===== src/rtl/rqme_pkg.sv =====
// ----------------------------------------------------------------------------
// rqme_pkg
// Shared opcodes, codes and the command type of the queue machine core.
// ----------------------------------------------------------------------------
package rqme_pkg;

    // Operation codes.
    localparam logic [4:0] OP_LOADX    = 5'd0;
    localparam logic [4:0] OP_SWAP     = 5'd1;
    localparam logic [4:0] OP_ROTREGL  = 5'd2;
    localparam logic [4:0] OP_ROTREGR  = 5'd3;
    localparam logic [4:0] OP_READINT  = 5'd4;
    localparam logic [4:0] OP_READCHAR = 5'd5;
    localparam logic [4:0] OP_OUTINT   = 5'd6;
    localparam logic [4:0] OP_OUTCHAR  = 5'd7;
    localparam logic [4:0] OP_JZ       = 5'd8;
    localparam logic [4:0] OP_JNZ      = 5'd9;
    localparam logic [4:0] OP_CLEARQ   = 5'd10;
    localparam logic [4:0] OP_ENQ      = 5'd11;
    localparam logic [4:0] OP_DEQ      = 5'd12;
    localparam logic [4:0] OP_ROTQL    = 5'd13;
    localparam logic [4:0] OP_ROTQR    = 5'd14;
    localparam logic [4:0] OP_ADD      = 5'd15;
    localparam logic [4:0] OP_SUB      = 5'd16;
    localparam logic [4:0] OP_MUL      = 5'd17;
    localparam logic [4:0] OP_DIV      = 5'd18;

    // Command classes assigned by the front end.
    localparam logic [2:0] CLS_SIMPLE = 3'd0;
    localparam logic [2:0] CLS_DEQ    = 3'd1;
    localparam logic [2:0] CLS_ROT    = 3'd2;
    localparam logic [2:0] CLS_MUL    = 3'd3;
    localparam logic [2:0] CLS_DIV    = 3'd4;

    // Result kinds.
    localparam logic [1:0] KIND_NONE = 2'd0;
    localparam logic [1:0] KIND_INT  = 2'd1;
    localparam logic [1:0] KIND_CHAR = 2'd2;

    // Status codes.
    localparam logic [1:0] STAT_OK    = 2'd0;
    localparam logic [1:0] STAT_EMPTY = 2'd1;
    localparam logic [1:0] STAT_FULL  = 2'd2;
    localparam logic [1:0] STAT_DIV0  = 2'd3;

    // Classified command passed from the front end to the execute stage.
    typedef struct packed {
        logic [2:0]  cls;
        logic [4:0]  opcode;
        logic [63:0] imm;
        logic [15:0] count;
    } t_cmd;

endpackage


===== src/rtl/rqme_if.sv =====
// ----------------------------------------------------------------------------
// rqme_if
// Valid/ready channels for items entering and results leaving the core.
// ----------------------------------------------------------------------------
interface rqme_in_if;
    logic               valid;
    logic               ready;
    logic [4:0]         opcode;
    logic signed [63:0] immediate_value;
    logic [15:0]        rotate_count;

    modport source (output valid, output opcode, output immediate_value,
                    output rotate_count, input ready);
    modport sink   (input valid, input opcode, input immediate_value,
                    input rotate_count, output ready);
endinterface



===== src/rtl/rqme_front.sv =====
// ----------------------------------------------------------------------------
// rqme_front
// Accepts items, classifies them and holds them in a two-entry command queue.
// ----------------------------------------------------------------------------
module rqme_front (
    input  logic            i_clk,
    input  logic            i_rst_n,
    rqme_in_if.sink         i_in,
    output logic            o_cmd_valid,
    output rqme_pkg::t_cmd  o_cmd,
    input  logic            i_cmd_take
);

    rqme_pkg::t_cmd r_ent [2];
    logic           r_wp;
    logic           r_rp;
    logic [1:0]     r_cnt;
    logic           push;
    logic           pop;
    rqme_pkg::t_cmd in_cmd;

    // Sort an opcode by the execute path it needs.
    function automatic logic [2:0] f_class(input logic [4:0] op);
        logic [2:0] c;
        case (op)
            rqme_pkg::OP_DEQ:   c = rqme_pkg::CLS_DEQ;
            rqme_pkg::OP_ROTQL: c = rqme_pkg::CLS_ROT;
            rqme_pkg::OP_ROTQR: c = rqme_pkg::CLS_ROT;
            rqme_pkg::OP_MUL:   c = rqme_pkg::CLS_MUL;
            rqme_pkg::OP_DIV:   c = rqme_pkg::CLS_DIV;
            default:            c = rqme_pkg::CLS_SIMPLE;
        endcase
        return c;
    endfunction

    // Build the classified command from the incoming item.
    always_comb begin
        in_cmd.cls    = f_class(i_in.opcode);
        in_cmd.opcode = i_in.opcode;
        in_cmd.imm    = i_in.immediate_value;
        in_cmd.count  = i_in.rotate_count;
    end

    assign i_in.ready  = (r_cnt != 2'd2);
    assign push        = i_in.valid && i_in.ready;
    assign pop         = i_cmd_take && (r_cnt != 2'd0);
    assign o_cmd_valid = (r_cnt != 2'd0);
    assign o_cmd       = r_ent[r_rp];

    // Queue storage.
    always_ff @(posedge i_clk) begin
        if (push) begin
            r_ent[r_wp] <= in_cmd;
        end
    end

    // Queue pointers and occupancy.
    always_ff @(posedge i_clk) begin
        if (!i_rst_n) begin
            r_wp  <= 1'b0;
            r_rp  <= 1'b0;
            r_cnt <= 2'd0;
        end else begin
            if (push) begin
                r_wp <= ~r_wp;
            end
            if (pop) begin
                r_rp <= ~r_rp;
            end
            r_cnt <= r_cnt + {1'b0, push} - {1'b0, pop};
        end
    end

endmodule


===== src/flat_wrapper.sv =====
// flat-port wrapper written by rule: the top's interface ports become plain ports
module rqme_front_flat 
  (i_clk, i_rst_n, o_cmd_valid, o_cmd, i_cmd_take, i_in_valid, i_in_opcode, i_in_immediate_value, i_in_rotate_count, i_in_ready);
  rqme_in_if i_in_i ();
  input  logic i_clk;
  input  logic i_rst_n;
  output logic o_cmd_valid;
  output rqme_pkg::t_cmd o_cmd;
  input  logic i_cmd_take;
  input wire logic [$bits(i_in_i.valid)-1:0] i_in_valid;
  input wire logic [$bits(i_in_i.opcode)-1:0] i_in_opcode;
  input wire logic [$bits(i_in_i.immediate_value)-1:0] i_in_immediate_value;
  input wire logic [$bits(i_in_i.rotate_count)-1:0] i_in_rotate_count;
  output wire logic [$bits(i_in_i.ready)-1:0] i_in_ready;
  assign i_in_i.valid = i_in_valid;
  assign i_in_i.opcode = i_in_opcode;
  assign i_in_i.immediate_value = i_in_immediate_value;
  assign i_in_i.rotate_count = i_in_rotate_count;
  assign i_in_ready = i_in_i.ready;
  rqme_front u_core (.i_clk(i_clk), .i_rst_n(i_rst_n), .i_in(i_in_i), .o_cmd_valid(o_cmd_valid), .o_cmd(o_cmd), .i_cmd_take(i_cmd_take));
endmodule

===== config.mk =====
export PLATFORM = sky130hd
export DESIGN_NAME = rqme_front_flat
export DESIGN_NICKNAME = d
export VERILOG_FILES = /design/src/rtl/rqme_pkg.sv /design/src/rtl/rqme_if.sv /design/src/rtl/rqme_front.sv /design/src/flat_wrapper.sv
export SDC_FILE = /design/constraint.sdc
export NUM_CORES = 1
export LEC_CHECK = 0
export BUFFER_PORTS_ARGS = -buffer_cell sky130_fd_sc_hd__buf_2
export CAP_MARGIN = 20
export CELL_PAD_IN_SITES_DETAIL_PLACEMENT = 0
export CELL_PAD_IN_SITES_GLOBAL_PLACEMENT = 1
export CORE_MARGIN = 2
export CORE_UTILIZATION = 47
export CTS_BUF_LIST = sky130_fd_sc_hd__clkbuf_16
export CTS_CLUSTER_SIZE = 8
export DETAILED_ROUTE_END_ITERATION = 10
export GPL_TIMING_DRIVEN = 0
export PLACE_DENSITY_LB_ADDON = 0.15
export SLEW_MARGIN = 20
export SYNTH_ARGS = -nofsm -noshare
export SYNTH_HDL_FRONTEND = slang
export SYNTH_SLANG_ARGS = --single-unit

===== constraint.sdc =====
create_clock -name i_clk -period 15.3 [get_ports i_clk]
set_input_delay 3.06 -clock i_clk [delete_from_list [all_inputs] [get_ports i_clk]]
set_output_delay 3.06 -clock i_clk [all_outputs]
set_load 0.005 [all_outputs]

Word level (Yosys, flattened, before mapping):

Memories as Yosys holds them, arrays and structs flattened. A register that Yosys moved wholly into a read port is not among the register bits.
Cells that the tools add are included.
Widths: inputs -> output; s select.

* $mul: 0
* order comparisons: 0
* $add $sub $neg: 2
* bitwise operators: 2
* shifts and indexed selects: 0
* reductions and logical operators: 4
* equal/unequal tests: 6
* div/mod/pow operators: 0
* multiplexer cells: 5

Operators with widths (number)
* $eq 5x4->1 const B: 3
* $pmux 3 s4: 1
* $eq 5x5->1 const B: 2
* $mux 1: 4
* $add 2x1->2: 1
* $logic_and 1x1->1: 2
* $ne 2x2->1 const B: 1
* $not 1->1: 2
* $reduce_bool 2->1: 1
* $reduce_or 2->1: 1
* $sub 2x1->2: 1

* bits in read-only memories: 0
* register bits after elaboration: 4
* memories: 1
* word-level logic and storage cells: 23
* RAM bits: 176
* bits in latches: 0
* output and inout port bits: 90

Memories
* u_core.r_ent: words 2, bits a word 88, read ports 1, clocked after memory_dff 1, write ports 1, line rqme_front.sv:14 `rqme_pkg::t_cmd r_ent [2];`

Longest topological paths before layout:

Gate-level depths: netlist (run 1).

* word-level depth: 4
* mapped depth: 7
* mapped depth without buffers: 7

Worst setup path before layout (run 1):

No wires, ideal clock.

* path type: in2reg
* start point: input port i_in_valid
* end point: memory u_core.r_ent[0][0] (netlist bit), enable pin
* path slack: 7.642 ns
* stages on the path: 2
* library setup time: 0.545 ns
* arrival: 7.112 ns
* data required time: 14.755 ns
* cell sequence: and2_1 -> nor2b_1

* longest elaborated chain between the ends: 3

RTL lines
* start, declared: line flat_wrapper.sv:10 `input wire logic [$bits(i_in_i.valid)-1:0] i_in_valid;`
* $logic_and 1x1->1: line rqme_front.sv:45 `assign push = i_in.valid && i_in.ready;`
* $mux 1: line rqme_front.sv:52 `if (push) begin`
* $mux 1 (implied by the code): line rqme_front.sv:53 `r_ent[r_wp] <= in_cmd;`
* end, declared: line rqme_front.sv:14

No other way between the ends.

==> results of run 1 <==
-- power breakdown --
group / switching [mW] / internal (mW)
combinational: 0.153 / 0.186
sequential: 0.0166 / 0.627
clock: 0.179 / 0.225
-- metrics by stage --
step	cell area [um2]	std cells	total power, mW
after global routing	8530	703	1.45
final	8530	703	1.39
after detailed placement	7980	671	1.00
after CTS	8530	703	1.41
after global placement	7830	666	0.991
after floorplan	6720	308	0.857
-- logic make-up (layout without fill, tap and decap cells) --
kind of cell               after synthesis  in the layout  share of synthesized area [%]
DFF                                    181            181                           80.2
muxes                                   88             88                           15.9
and+or+nand+nor                         17             17                           1.53
buffers and inverters                   13            228                           1.29
AOI/OAI and AO/OA                        4              4                          0.373
xor gates and xnor gates                 3              3                          0.391
adders and majority gates                2              2                          0.373
-- synthesized netlist by cell type --
library cell / n / area share [%]
and2_1: 3 / 0.28
and3_1: 1 / 0.093
and4b_1: 1 / 0.15
buf_2: 6 / 0.45
buf_6: 4 / 0.67
dfxtp_1: 5 / 1.5
edfxtp_1: 176 / 79
ha_1: 2 / 0.37
inv_1: 3 / 0.17
mux2_2: 68 / 11
mux2_4: 20 / 4.5
nand2_1: 1 / 0.056
nand2b_1: 1 / 0.093
nand3b_1: 1 / 0.11
nand4b_1: 2 / 0.26
nor2_1: 4 / 0.22
nor2b_1: 1 / 0.093
nor3_1: 1 / 0.074
o21a_1: 1 / 0.11
o21ai_0: 2 / 0.15
o31ai_1: 1 / 0.11
or2_2: 1 / 0.093
xnor2_1: 2 / 0.26
xor2_1: 1 / 0.13
-- worst max-delay path by stage --
stage                                     end  slack [ns]
after floorplan            u_core.r_ent[0][0]        7.64
after global placement    u_core.r_ent[0][77]        5.26
after detailed placement  u_core.r_ent[0][75]       10.72
after CTS                           o_cmd[76]       10.52
after global routing                o_cmd[77]       10.48
final                               o_cmd[76]       10.57
-- sequential cells by signal (all words and copies together), names as in the netlist, named ones only --
register      cells
u_core.r_ent    176
u_core.r_cnt      2
u_core.r_rp       1
u_core.r_wp       1
-- cells in the final DEF (no fill, tap or decap), types with 4 or more instances in the layout --
cell type / netlist / routed
clkinv_2: 0 / 4
edfxtp_1: 176 / 176
nor2_1: 4 / 4
mux2_2: 68 / 68
clkbuf_16: 0 / 17
dfxtp_1: 5 / 5
buf_6: 4 / 4
buf_2: 6 / 184
buf_16: 0 / 4
mux2_4: 20 / 20
-- per-layer routing --
layer | GRT usage [%] | wire length, um | vias to the layer above
met5 | 0 | 15 | -
met4 | 8.38 | 296 | 2
met1 | 16.5 | 4370 | 1649
met2 | 26.0 | 6030 | 110
met3 | 5.81 | 826 | 19
li1 | - | - | 1630
-- area by class of cell --
cell class / count / area, um2 / share of cell area [%]
inverters: 3 / 11.3 / 0.132
clock buffers: 17 / 425 / 4.99
repair buffers: 183 / 1020 / 12.0
multi-input cells: 114 / 1260 / 14.7
clock inverters: 15 / 131 / 1.54
plain buffers: 10 / 75.1 / 0.880
well taps: 180 / 225 / 2.64
flip-flops and latches: 181 / 5390 / 63.1
-- worst min-delay path, cell delays in order, from the launching register on --
cell	delay, ns
dfxtp_1	0.32
xnor2_1	0.09
nor2_1	0.08
==> impl_metrics.py, run 1 <==
metrics = {
    "min_path": {
        "hold_depth": 2,
        "hold_path.class": "register to register",
        "hold_start": "u_core.r_rp",
    },
    "placement": {
        "place.detailed.hpwl_um": 7880,
        "post-place-ws_ns": 10.72,
        "gp_congestion": 0.746,
        "io_buffers": 178,
    },
    "clocking": {
        "cts.sinks": 181,
        "cts_root_buffer": "clkbuf_16",
        "clkLatencyLatePin_ns": 0.42,
        "cts_buffer_depth": 2,
        "numCtsBuffers": 17,
        "cts_setup_buffers": 0,
        "clk_pin_slew_ns": 0.06,
        "cts_resized": 0,
        "cts_tree": "yes",
        "ctsHoldBuffers": 0,
        "htreeDepth": 4,
    },
    "route": {
        "vias_per_cell": 4.85,
        "post_drt_wl_per_cell_um": 16.4,
        "drc": 0,
        "drtIter0Drc": 135,
        "drt_first_pass_iters": 4,
        "dr_total_vias": 3410,
        "wirelength_um": 11500,
        "drtAntennaViolNets": 0,
    },
    "worst_setup_path": {
        "cp_slowest_stage_delay_ns": 0.32,
        "crit_fanout": 10,
        "path_buf_inv": 4,
        "critPathSlowestCell": "dfxtp_1",
        "crit_family": "buffers and inverters",
        "r2r-start": "u_core.r_cnt[0]",
        "startpoint_type": "register",
        "reg2reg_setup_slack_ns": 13.37,
        "cp_cell_sequence": "buf_6 -> buf_6 -> buf_6 -> mux2_4 -> buf_2",
        "regToRegEndpoint": "u_core.r_ent[0][67]",
        "cp_num_cells": 5,
        "r2r_cells": 5,
        "crit_arrival_ns": 1.67,
        "critPathRequiredTime_ns": 12.24,
        "crit_top_cell": "buf_6",
        "critPathKind": "register to output port",
        "end_kind": "output port",
    },
    "floorplanning": {
        "die_x_um": 124,
        "initial_core_util_pct": 48.2,
        "rows": 43,
        "ios": 179,
        "core_area_mm2": 0.0139,
        "die_h_um": 124,
        "die_area_mm2": 0.0153,
    },
    "synthesis": {
        "synth.avg_cell_area_um2": 21.8,
        "netlist_area_mm2": 0.00672,
        "syn_inst": 308,
        "ys_types": 24,
        "ys_seq_area_share_pct": 80.2,
        "ys_seq_elements": 181,
        "syn_nets": 399,
        "yosysWarnings": 0,
    },
    "final_layout": {
        "post-route-util_pct": 61.2,
        "diodes": 0,
        "nNetsFinal": 601,
        "synthToLayoutAreaGrowth_pct": 27.0,
        "drive_above_1_share_pct": 60.2,
        "final.fill_count": 1045,
    },
    "sta": {
        "fin_crit_sh_pct": 30.9,
        "worstMarginPinSlew_ns": 0.578,
        "fmax_mhz": 211,
        "finalSetupViolCount": 0,
        "hold_viol_final": 0,
        "slew_violations": 0,
        "fin_ws_ns": 10.57,
        "max-slew-margin-rel_pct": 61.5,
        "finalClockSkew_ns": 0.00606,
        "hold_ws_ns": 0.522,
        "final.setup.tns_ns": 0,
        "rsz0062_at_grt": "false",
        "final.min_clock_period_ns": 4.73,
    },
    "global_route": {
        "grt_max_degree": 51,
        "antenna_found_initial": 1,
        "grt_pass1_vias": 3471,
        "grt_usage_pct": 15.3,
        "grt_pass1_wl_um": 17000,
        "grt_overflow": 0,
    },
    "outcome": {
        "outcome": "completed",
    },
    "power_and_ir_drop": {
        "power_leakage_nw": 3.25,
        "vdd_drop_max_v": 0.0000926,
        "powerDensity_mw_per_mm2": 162,
    },
    "run": {
        "drv_cap": 0,
    },
}
Note: power is estimated with default switching activity, not from simulation.
==> inputs of run 2 (changes only) <==
CORE_UTILIZATION = 44   (was 47)
clock period = 4.4 ns   (was 15.3 ns; I/O delays follow)
==> impl_metrics.py, run 2 (same netlist as run 1, synthesis figures left out) <==
metrics = {
    "final_layout": {
        "layout_common_cells": "buf_2 (184), edfxtp_1 (176), mux2_2 (68)",
        "largest_reg_flops": 176,
        "post-route-util_pct": 56.9,
        "largestRegisters": "u_core.r_ent (176), u_core.r_cnt (2)",
        "synthToLayoutAreaGrowth_pct": 27.3,
        "nNetsFinal": 601,
        "mostFrequentLayoutCell": "buf_2",
        "stdcell_count": 711,
        "regMostFlops": "u_core.r_ent",
        "diodes": 0,
        "drive_above_1_share_pct": 59.3,
    },
    "min_path": {
        "hold_path.class": "register to register",
        "hold_start": "u_core.r_rp",
    },
    "worst_setup_path": {
        "critPathKind": "register to output port",
        "crit_fanout": 10,
        "critPathRequiredTime_ns": 3.52,
        "startpoint_type": "register",
        "end_kind": "output port",
        "crit_arrival_ns": 1.66,
        "r2r-start": "u_core.r_cnt[0]",
    },
    "power_and_ir_drop": {
        "vdd_drop_max_v": 0.000277,
        "power_frac_seq_pct": 46.1,
        "internal-power_mw": 3.66,
        "clockPowerShare_pct": 29.5,
        "p_sw_share_pct": 24.6,
        "power_leakage_nw": 3.26,
        "p_switching_mw": 1.19,
        "powerDensity_mw_per_mm2": 567,
        "pwr-share-comb_pct": 24.4,
    },
    "sta": {
        "fin_ws_ns": 1.86,
        "hold_viol_final": 0,
        "finalClockSkew_ns": 0.00869,
        "finalSetupViolCount": 0,
        "fin_crit_sh_pct": 57.8,
        "final.setup.tns_ns": 0,
        "final.min_clock_period_ns": 2.54,
        "fmax_mhz": 393,
        "hold_ws_ns": 0.517,
        "worstMarginPinSlew_ns": 0.637,
        "max-slew-margin-rel_pct": 57.6,
        "slew_violations": 0,
        "rsz0062_at_grt": "false",
    },
    "floorplanning": {
        "rows": 45,
        "die_area_mm2": 0.0163,
        "ios": 179,
        "die_x_um": 128,
        "initial_core_util_pct": 44.7,
        "core_area_mm2": 0.0150,
        "die_h_um": 128,
    },
    "clocking": {
        "numCtsBuffers": 17,
        "cts_buffer_depth": 2,
        "clk_pin_slew_ns": 0.06,
        "cts.sinks": 181,
        "cts_setup_buffers": 0,
        "cts_tree": "yes",
        "cts_resized": 0,
        "ctsHoldBuffers": 0,
        "cts_root_buffer": "clkbuf_16",
        "clkLatencyLatePin_ns": 0.42,
        "htreeDepth": 4,
    },
    "placement": {
        "gp_congestion": 0.675,
        "post-place-ws_ns": 1.93,
        "dp.cells": 679,
        "io_buffers": 178,
        "place.detailed.hpwl_um": 7890,
    },
    "route": {
        "drtAntennaViolNets": 0,
        "vias_per_cell": 4.78,
        "wirelength_um": 11600,
        "drtIter0Drc": 179,
        "drt_first_pass_iters": 4,
        "dr_total_vias": 3402,
        "post_drt_wl_per_cell_um": 16.4,
        "drc": 0,
    },
    "global_route": {
        "grt_pass1_vias": 3540,
        "grt_max_degree": 49,
        "grt_usage_pct": 14.6,
        "grt_pass1_wl_um": 17700,
        "grt_overflow": 0,
        "antenna_found_initial": 0,
    },
    "outcome": {
        "outcome": "completed",
    },
    "run": {
        "drv_cap": 0,
    },
}
run 2: cell count changes in the layout (fill, tap and decap cells not counted), sizes merged:
cell | previous run | this run
inv | 7 | 8
bufinv | 1 | 2
clkinvlp | 3 | 1
run 2: per-stage QoR:
stage	power, mW	cell area (um2)
after floorplan	2.97	6720
final	4.85	8550
after CTS	4.92	8550
after global placement	3.43	7850
after detailed placement	3.48	7990
after global routing	5.09	8550
run 2: power groups by stage:
stage	Combinational, mW	Clock [mW]	Sequential, mW
final	1.18	1.43	2.24
after global routing	1.29	1.54	2.26
after CTS	1.21	1.47	2.24
after global placement	1.13	0	2.30
after detailed placement	1.21	0	2.28
after floorplan	0.693	0	2.28
run 2: path summary, 6_finish.rpt:
kind	slack (ns)	endpoint	depth (start not counted)
hold / removal	0.52	register	2
setup reg to reg	2.40	u_core.r_ent[0][65]	5
hold reg to reg	0.52	register	2
setup / recovery	1.86	o_cmd[69]	5
run 2: area by class of cell:
| cell class | count | area, um2 |
|---|---|---|
| Fill cell | 1194 | 6480 |
| Sequential cell | 181 | 5390 |
| Multi-Input combinational cell | 114 | 1260 |
| Timing Repair Buffer | 183 | 1020 |
| Clock buffer | 17 | 425 |
| Tap cell | 188 | 235 |
| Clock inverter | 15 | 139 |
| Buffer | 10 | 75.1 |
| Inverter | 3 | 11.3 |
run 2: layer usage:
layer	global-route usage [%]	wire length (um)	vias up
met5	0	0	-
li1	-	-	1624
met1	16.8	4640	1642
met3	5.95	937	12
met4	5.82	180	0
met2	24.5	5880	124
run 2: critical path, stage by stage (launching register included):
cell and delay, ns:
dfxtp_1 0.32, buf_6 0.13, buf_6 0.16, buf_6 0.20, mux2_4 0.31, buf_2 0.13
